==> src/iss_pkg.sv <==
// iss_pkg: shared types and operation codes of the indexed sequence store
// no dependencies
package iss_pkg;

   localparam logic [2:0] OP_INSERT  = 3'd0;
   localparam logic [2:0] OP_REMOVE  = 3'd1;
   localparam logic [2:0] OP_GET     = 3'd2;
   localparam logic [2:0] OP_PREPEND = 3'd3;
   localparam logic [2:0] OP_APPEND  = 3'd4;

   localparam int POS_WIDTH = 16;

   typedef struct packed {
      logic [2:0]            op;
      logic signed [15:0]    position;
      logic [31:0]           value;
   } req_type;

   typedef struct packed {
      logic        ok;
      logic [31:0] read_value;
      logic [8:0]  length;
   } rsp_type;

   typedef struct packed {
      logic        start;
      logic [15:0] dividend;
   } div_ctl_type;

endpackage

==> src/iss_mod_unit.sv <==
// iss_mod_unit: restoring remainder unit, one dividend bit per cycle
// depends on iss_pkg
module iss_mod_unit #(
   parameter int CW = 9
) (
   input  logic                 clock,
   input  logic                 reset,
   input  iss_pkg::div_ctl_type ctl,
   input  logic [CW-1:0]        divisor,
   output logic                 done,
   output logic [CW-1:0]        remainder
);

   localparam int SW = $clog2(iss_pkg::POS_WIDTH + 1);

   logic [SW-1:0] steps_ff, steps_in;
   logic [15:0]   num_ff, num_in;
   logic [CW-1:0] rem_ff, rem_in;
   logic          done_ff, done_in;
   logic [CW:0]   shifted;

   always_comb begin
      shifted  = {rem_ff, num_ff[15]};
      steps_in = steps_ff;
      num_in   = num_ff;
      rem_in   = rem_ff;
      done_in  = 1'b0;
      if (ctl.start) begin
         steps_in = SW'(iss_pkg::POS_WIDTH);
         num_in   = ctl.dividend;
         rem_in   = '0;
      end else if (steps_ff != '0) begin
         num_in   = {num_ff[14:0], 1'b0};
         steps_in = steps_ff - SW'(1);
         if (shifted >= {1'b0, divisor}) begin
            rem_in = CW'(shifted - {1'b0, divisor});
         end else begin
            rem_in = CW'(shifted);
         end
         done_in = (steps_ff == SW'(1));
      end
   end

   always_ff @(posedge clock) begin
      if (reset) begin
         steps_ff <= '0;
         done_ff  <= 1'b0;
      end else begin
         steps_ff <= steps_in;
         done_ff  <= done_in;
      end
      num_ff <= num_in;
      rem_ff <= rem_in;
   end

   assign done      = done_ff;
   assign remainder = rem_ff;

endmodule

==> config.mk <==
export PLATFORM = sky130hd
export DESIGN_NAME = iss_mod_unit
export DESIGN_NICKNAME = d
export VERILOG_FILES = /design/src/iss_pkg.sv /design/src/iss_mod_unit.sv
export SDC_FILE = /design/constraint.sdc
export NUM_CORES = 1
export LEC_CHECK = 0
export BUFFER_PORTS_ARGS = -buffer_cell sky130_fd_sc_hd__buf_2
export CAP_MARGIN = 20
export CORE_MARGIN = 5
export CORE_UTILIZATION = 49
export CTS_CLUSTER_SIZE = 12
export DETAILED_ROUTE_END_ITERATION = 16
export PLACE_DENSITY = 0.76
export SKIP_CTS_REPAIR_TIMING = 1
export SYNTH_ARGS = -nofsm -noshare
export SYNTH_HDL_FRONTEND = slang
export SYNTH_SLANG_ARGS = --single-unit
==> constraint.sdc <==
create_clock -name clock -period 2.3 [get_ports clock]
set_input_delay 0.23 -clock clock [delete_from_list [all_inputs] [get_ports clock]]
set_output_delay 0.23 -clock clock [all_outputs]
set_load 0.005 [all_outputs]
==> results of run 1 <==
[path summary, 6_finish.rpt]
path / slack, ns / depth (start not counted) / endpoint / start
max: 0.11 / 9 / remainder[0] / num_ff[15]
min: 0.16 / 2 / steps_ff[4] / reset
max reg2reg: 0.11 / 9 / remainder[0] / num_ff[15]
min reg2reg: 0.50 / 2 / steps_ff[4] / steps_ff[4]
[flip-flops by register name, summed over array words and instances, names as in the netlist]
register / cells
done: 1
num_ff: 16
remainder: 9
steps_ff: 5
[layer usage]
metal  track usage [%]  vias up  wire [um]
met5                 0        -          0
met4              4.38        0         38
met1              17.7      671       1660
met2              22.9       32       1690
met3              5.68        4        221
li1                  -      720          -
[cell usage after synthesis, types with 2 or more instances]
| cell type | n |
|---|---|
| a21oi_1 | 7 |
| clkbuf_1 | 4 |
| xnor2_1 | 6 |
| nand2_1 | 10 |
| nor3_1 | 3 |
| o31ai_1 | 2 |
| inv_1 | 15 |
| and2b_1 | 2 |
| nor2_1 | 16 |
| dfxtp_1 | 15 |
| a211oi_1 | 5 |
| nand3_1 | 5 |
| and2_1 | 3 |
| ha_1 | 11 |
| edfxtp_1 | 16 |
| mux2i_1 | 4 |
| a21o_1 | 3 |
| mux2_2 | 16 |
| and3_1 | 3 |
| a311oi_1 | 2 |
[final cells by class]
type / count / area [um^2] / share of cell area (%)
Multi-Input combinational cell: 122 / 973 / 44.2
Sequential cell: 31 / 781 / 35.5
Timing Repair Buffer: 43 / 230 / 10.5
Clock buffer: 8 / 100 / 4.55
Tap cell: 48 / 60.1 / 2.73
Inverter: 15 / 56.3 / 2.56
[critical path, cell delays in order, from the launching register on]
cell and delay [ns]:
edfxtp_1 0.38, inv_2 0.07, ha_2 0.17, inv_1 0.05
fa_2 0.37, a21oi_2 0.17, a211o_1 0.18, and3_4 0.21
mux2_4 0.30, a211oi_2 0.20
[report_power, final]
part	internal [mW]	switching (mW)	leakage (nW)
combinational	0.557	0.588	0.655
clock	0.273	0.199	0.0515
sequential	0.740	0.0912	0.288
total	1.57	0.879	0.994
[cell families after synthesis]
group           count (synthesis)
fa+ha+maj                      12
mux                            21
xor+xnor                        7
buf+inv                        22
simple gates                   50
compound gates                 32
flops                          31
==> impl_metrics.json, run 1 <==
{
  "outcome": "finished clean",
  "cts_tree": "done",
  "die_y_um": 71.0,
  "io_pins": 38,
  "drt_pass1_iterations": 4,
  "arrival_ns": 2.39,
  "slew_headroom_pct": 61.2,
  "vias_per_cell": 5.34,
  "num_vias": 1427,
  "rows": 22,
  "power_density_nw_per_um2": 1110,
  "setup_viol": 0,
  "synth_top_cell_area_share_pct": 26.4,
  "synth_cells": 175,
  "grt_pass1_vias": 1306,
  "synth.cell_area_um2": 1820,
  "yosysWarnings": 0,
  "grt_antenna_before_repair": 0,
  "critical_path.max_fanout": 3,
  "period_needed_ns": 2.19,
  "initial_core_util_pct": 50.1,
  "endpoint_kind": "flip-flop",
  "synth_compound_area_share_pct": 13.4,
  "synth_area_per_cell_um2": 10.4,
  "cts_buffer_depth": 2,
  "h-tree-depth": 2,
  "fin_area_um2": 2200,
  "cts_buffers": 5,
  "synth_fa_ha_area_share_pct": 8.65,
  "fill_cells": 323,
  "post-route-util_pct": 60.6,
  "overflow": 0,
  "grt_max_degree": 31,
  "synthArstFlopShare_pct": 0,
  "dp_hpwl_um": 2610,
  "cts_root_buf": "clkbuf_8",
  "dp_slack_ns": 0.0359,
  "drive_above_1_share_pct": 35.2,
  "synth_edf_count": 16,
  "io_buffers": 37,
  "worst_pin_slew_ns": 0.583,
  "worstSetupPathType": "reg2reg",
  "clkTransAtPathRegs_ns": 0.06,
  "layout_common_cells": "buf_2 (37), mux2_2 (16), nor2_1 (16), edfxtp_1 (16), dfxtp_1 (15)",
  "final.setup.worst_slack_ns": 0.111,
  "ys_types": 47,
  "report.final.slew_viol_count": 0,
  "netlist_top_cells_area": "edfxtp_1 (26%), dfxtp_1 (16%), mux2_2 (9.9%)",
  "routedWlPerCell_um": 13.5,
  "placed_cell_area_um2": 2070,
  "required_ns": 2.50,
  "synthFlopType": "edfxtp_1",
  "yosysSeqAreaShare_pct": 42.9,
  "grt_pass1_wl_um": 5690,
  "timing.hold.ws_ns": 0.161,
  "finalCritPeriodShare_pct": 95.2,
  "die_w_um": 71.0,
  "maxCapViolations": 0,
  "synth-seq-cells": 31,
  "drtAntennaViolNets": 0,
  "core_um2": 3630,
  "clkSinkCount": 31,
  "cp-start-kind": "flip-flop",
  "fin_nets": 258,
  "area_delta_synth_final_pct": 20.8,
  "hold_path.class": "in2reg",
  "finalSetupTns_ns": 0,
  "gp_congestion": 0.896,
  "grtUsageTotal_pct": 14.3,
  "synth_top_family_by_area": "simple AND/OR/NAND/NOR gates",
  "dieArea_um2": 5040,
  "synth_simple_gate_area_share_pct": 13.8,
  "clock_skew_ns": 0.00932,
  "vdd_ir_drop_max_mv": 0.563,
  "n_antenna_cell": 0,
  "max_freq_mhz": 457,
  "synth-xor-area-share_pct": 3.37,
  "finalPower_mw": 2.45,
  "stdcell_count": 267,
  "clk_latency_ns": 0.29,
  "dp.cells": 258,
  "hold_viol": 0,
  "dr.first_iter.drc_count": 102,
  "synth_fp_nets": 215,
  "synthMuxAreaShare_pct": 12.9,
  "power_leakage_nw": 0.994,
  "drc_errors": 0,
  "final_common_cell": "buf_2",
  "routed_wirelength_um": 3610,
  "synth_top_area_cell": "edfxtp_1"
}
Power figures use the tool's default switching activity.
==> inputs of run 2 (changes only) <==
CORE_ASPECT_RATIO = 2   (was default)
CTS_BUF_LIST = sky130_fd_sc_hd__clkbuf_8 sky130_fd_sc_hd__clkbuf_16   (was default)
==> run 2 against run 1 <==
  * Count of clock-buffer cells in the layout down 1
  * Flip-flop and latch count unchanged
  * Setup slack worse by 0.0022 ns
  * Global-route usage up 2.7 points
  * Combinational power about the same
  * Clock skew down 0.0024 ns
  * Sequential share of layout area down 0.34 points
  * Via count up 3.0%
  * Critical endpoint is now remainder[4]
  * Highest routed layer unchanged
==> impl_metrics.json, run 2 (synthesis results as in run 1) <==
{
  "n_antenna_cell": 0,
  "num_vias": 1470,
  "power_frac_clock_pct": 20.3,
  "outcome": "finished clean",
  "worst_pin_slew_ns": 0.580,
  "initial_core_util_pct": 50.5,
  "slew_headroom_pct": 61.3,
  "grt_pass1_vias": 1476,
  "fin_nets": 259,
  "cp-start-kind": "flip-flop",
  "core_um2": 3610,
  "layout_common_cells": "buf_2 (37), mux2_2 (16), nor2_1 (16), edfxtp_1 (16), dfxtp_1 (15)",
  "dr.first_iter.drc_count": 13,
  "period_needed_ns": 2.19,
  "grt_pass1_wl_um": 6330,
  "comb_power_share_pct": 46.5,
  "finalCritPeriodShare_pct": 95.3,
  "overflow": 0,
  "clock_skew_ns": 0.00695,
  "r2r_slack_ns": 0.11,
  "io_buffers": 37,
  "power_switching_mw": 0.897,
  "dp_hpwl_um": 2890,
  "arrival_ns": 2.38,
  "cts_buffer_depth": 2,
  "die_w_um": 53.1,
  "rows": 31,
  "routed_wirelength_um": 3830,
  "stdcell_count": 269,
  "io_pins": 38,
  "endpoint": "remainder[4]",
  "sequentialPowerShare_pct": 33.3,
  "die_y_um": 96.2,
  "cts_buffers": 5,
  "largest_register_ffs": 16,
  "placed_cell_area_um2": 2080,
  "largest_register": "num_ff",
  "timing.hold.ws_ns": 0.152,
  "multi_input_area_um2": 973,
  "clk_latency_ns": 0.29,
  "report.final.slew_viol_count": 0,
  "r2r-end": "remainder[4]",
  "power.internal_mw": 1.61,
  "vdd_ir_drop_max_mv": 0.661,
  "finalSetupTns_ns": 0,
  "seq_area_um2": 781,
  "endpoint_kind": "flip-flop",
  "reg2reg_from": "num_ff[15]",
  "drtAntennaViolNets": 0,
  "power_density_nw_per_um2": 1130,
  "area_delta_synth_final_pct": 22.0,
  "critical_path.max_fanout": 6,
  "hold_path.class": "in2reg",
  "cts_tree": "done",
  "dp.cells": 260,
  "grt_max_degree": 31,
  "maxCapViolations": 0,
  "vias_per_cell": 5.46,
  "worst-r2r-cell-count": 10,
  "power_leakage_nw": 1.00,
  "drt_pass1_iterations": 4,
  "grtUsageTotal_pct": 17.0,
  "p_sw_share_pct": 35.8,
  "drc_errors": 0,
  "hold_viol": 0,
  "clkSinkCount": 31,
  "worstSetupPathType": "reg2reg",
  "routedWlPerCell_um": 14.2,
  "grt_antenna_before_repair": 0,
  "gp_congestion": 0.769,
  "final_common_cell": "buf_2",
  "setup_viol": 0,
  "drive_above_1_share_pct": 35.5,
  "max_freq_mhz": 456,
  "cts_root_buf": "clkbuf_8",
  "dieArea_um2": 5110,
  "clkTransAtPathRegs_ns": 0.07,
  "rsz0062_at_grt": "true",
  "required_ns": 2.49,
  "fill_cells": 314,
  "fin_area_um2": 2220,
  "startpoint": "num_ff[15]",
  "h-tree-depth": 2
}
==> run 2: cell types whose count changed in the layout (fill, tap and decap cells not counted), sizes merged <==
cell,before,now
clkbuf,8,7
clkinv,0,1
buf,43,44
==> run 2: power groups by stage <==
stage                     sequential, mW  combinational [mW]  clock, mW
after floorplan                    0.829               0.820          0
after global placement             0.841                1.10          0
after detailed placement           0.846                1.11          0
after CTS                          0.836                1.13      0.523
after global routing               0.857                1.30      0.551
final                              0.834                1.17      0.508
==> run 2: final cells by class <==
cell class	count	share of cell area (%)
Sequential cell	31	35.1
Inverter	15	2.53
Tap cell	49	2.76
Clock inverter	1	0.225
Multi-Input combinational cell	122	43.8
Timing Repair Buffer	44	10.7
Clock buffer	7	4.84
==> run 2: worst min path at each step <==
stage,startpoint,end,depth (start not counted)
final,reset,steps_ff[0],2
after CTS,reset,steps_ff[0],2
after floorplan,reset,steps_ff[4],1
after global placement,reset,steps_ff[4],2
after global routing,reset,steps_ff[4],2
after detailed placement,reset,steps_ff[0],2
==> run 2: routing by layer <==
layer  GRT usage [%]  part of all wire, %  vias to the layer above
met4            11.5                  4.3                        0
met1            16.6                   36                      678
li1                -                    -                      727
met2            30.4                   54                       50
met5               0                    0                        -
met3            3.72                  5.3                       15
==> run 2: through the flow <==
step	power, mW	util (%)	setup WS (ns)
6_report	2.51	61.6	0.109
5_1_grt	2.71	61.6	-0.0421
2_1_floorplan	1.65	-	0.127
3_5_place_dp	1.96	57.6	-0.0328
3_3_place_gp	1.94	57.6	0.0936
4_1_cts	2.49	60.7	-0.102
==> run 2: critical path, stage by stage (launching register included) <==
cell and delay, ns:
edfxtp_1 0.39, inv_2 0.09, ha_4 0.14, inv_2 0.04, fa_2 0.40, a21oi_2 0.18
a211o_1 0.18, and3_4 0.22, buf_4 0.14, nand2_1 0.06, a311oi_1 0.25
==> inputs of run 3 (changes only) <==
CORE_MARGIN = 2   (was 5)
==> run 3 against run 2 <==
  * Worst hold slack better by 0.012 ns
  * Count of clock-buffer cells in the layout stayed put
  * Highest routed layer unchanged
  * Critical endpoint is now remainder[0]
  * Maximum frequency is 1.4% higher
  * Die area is 17% lower
  * Combinational power hardly changed
  * Critical path depth is 1 lower
  * Total power is 0.73% lower
  * Setup slack better by 0.031 ns
  * Final area is 0.79% higher
  * Clock power is 9.3% lower
==> impl_metrics.json, run 3 (synthesis results as in run 1) <==
{
  "drc_errors": 0,
  "io_buffers": 37,
  "cts_buffer_depth": 2,
  "report.final.slew_viol_count": 0,
  "die_w_um": 47.1,
  "rsz0062_at_grt": "false",
  "cts_tree": "done",
  "slew_headroom_pct": 59.8,
  "hold_path.class": "in2reg",
  "finalPower_mw": 2.49,
  "outcome": "finished clean",
  "cp_slowest_stage_delay_ns": 0.35,
  "overflow": 0,
  "cts_root_buf": "clkbuf_8",
  "dieArea_um2": 4250,
  "dp_hpwl_um": 2970,
  "finalCritPeriodShare_pct": 93.9,
  "required_ns": 2.51,
  "area_delta_synth_final_pct": 22.9,
  "worstSetupPathType": "reg2reg",
  "vias_per_cell": 5.33,
  "grt_max_degree": 31,
  "critical_path.max_fanout": 3,
  "largest_register": "num_ff",
  "path_cells": "inv_1 -> ha_2 -> inv_1 -> fa_2 -> a21oi_2 -> a211o_1 -> and3_4 -> mux2_4 -> a211oi_2",
  "clkSinkCount": 31,
  "placed_cell_area_um2": 2110,
  "clkTransAtPathRegs_ns": 0.06,
  "fill_cells": 327,
  "clock_skew_ns": 0.00693,
  "n_antenna_cell": 0,
  "grt_pass1_wl_um": 6290,
  "grtUsageTotal_pct": 20.4,
  "crit_slowest_cell": "edfxtp_1",
  "maxCapViolations": 0,
  "layout_common_cells": "buf_2 (37), inv_1 (16), mux2_2 (16), nor2_1 (16), edfxtp_1 (16)",
  "power_density_nw_per_um2": 1110,
  "initial_core_util_pct": 50.5,
  "core_um2": 3610,
  "dr.first_iter.drc_count": 18,
  "die_y_um": 90.2,
  "rows": 31,
  "drt_pass1_iterations": 4,
  "h-tree-depth": 2,
  "cp_num_buf_inv": 2,
  "arrival_ns": 2.37,
  "cp-start-kind": "flip-flop",
  "gp_congestion": 0.793,
  "routed_wirelength_um": 3750,
  "routedWlPerCell_um": 13.8,
  "worst_pin_slew_ns": 0.603,
  "num_vias": 1449,
  "vdd_ir_drop_max_mv": 0.676,
  "io_pins": 38,
  "endpoint_kind": "flip-flop",
  "power_leakage_nw": 1.02,
  "fin_area_um2": 2240,
  "period_needed_ns": 2.16,
  "setup_viol": 0,
  "path_delay_family": "compound AO/OA/AOI/OAI gates",
  "grt_antenna_before_repair": 0,
  "hold_viol": 0,
  "clk_latency_ns": 0.28,
  "drtAntennaViolNets": 0,
  "crit_path_frequent_cell": "inv_1",
  "max_freq_mhz": 463,
  "drive_above_1_share_pct": 36.3,
  "finalSetupTns_ns": 0,
  "final_common_cell": "buf_2",
  "fin_nets": 262,
  "largest_register_ffs": 16,
  "grt_pass1_vias": 1473,
  "cts_buffers": 5
}
run 3: changes by cell type in the layout (fill, tap and decap cells not counted), sizes merged:
cell,before,now
buf,44,47
clkinv,1,0
inv,15,16
run 3: final cells by class:
type,instances,area [um^2],share of cell area [%]
multi-input cells,122,981,43.8
flip-flops and latches,31,781,34.9
clock inverters,1,3.75,0.168
inverters,15,56.3,2.51
repair buffers,47,260,11.6
well taps,49,61.3,2.74
clock buffers,7,96.3,4.30
run 3: worst paths after layout:
check,cells after the start,endpoint,from,slack [ns]
max,9,remainder[0],num_ff[15],0.14
min reg2reg,2,steps_ff[4],steps_ff[4],0.49
max reg2reg,9,remainder[0],num_ff[15],0.14
min,2,steps_ff[4],reset,0.16
run 3: worst reg2reg max path, cell delays in order (launching register included):
cell,delay (ns)
edfxtp_1,0.35
inv_1,0.08
ha_2,0.18
inv_1,0.06
fa_2,0.35
a21oi_2,0.17
a211o_1,0.17
and3_4,0.21
mux2_4,0.31
a211oi_2,0.20
run 3: routing by layer:
layer	GRT usage [%]	up-vias	routed length, um
met3	4.42	15	109
met5	0	-	0
met4	13.2	0	156
met2	34.1	40	2070
met1	21.0	665	1410
li1	-	729	-
run 3: report_power, final:
group          internal, mW  switching, mW
Clock                 0.268          0.193
Combinational         0.582          0.611
Sequential            0.740         0.0957
run 3: metrics by stage:
| step | utilization [%] | worst slack [ns] | cells | hold slack, ns |
|---|---|---|---|---|
| after CTS | 61.2 | 0.0414 | 272 | 0.161 |
| final | 62.1 | 0.140 | 272 | 0.164 |
| after detailed placement | 58.4 | 0.0708 | 264 | 0.462 |
| after global placement | 58.4 | 0.154 | 264 | 0.456 |
| after floorplan | - | 0.127 | 175 | 0.302 |
| after global routing | 62.1 | 0.0258 | 272 | 0.164 |
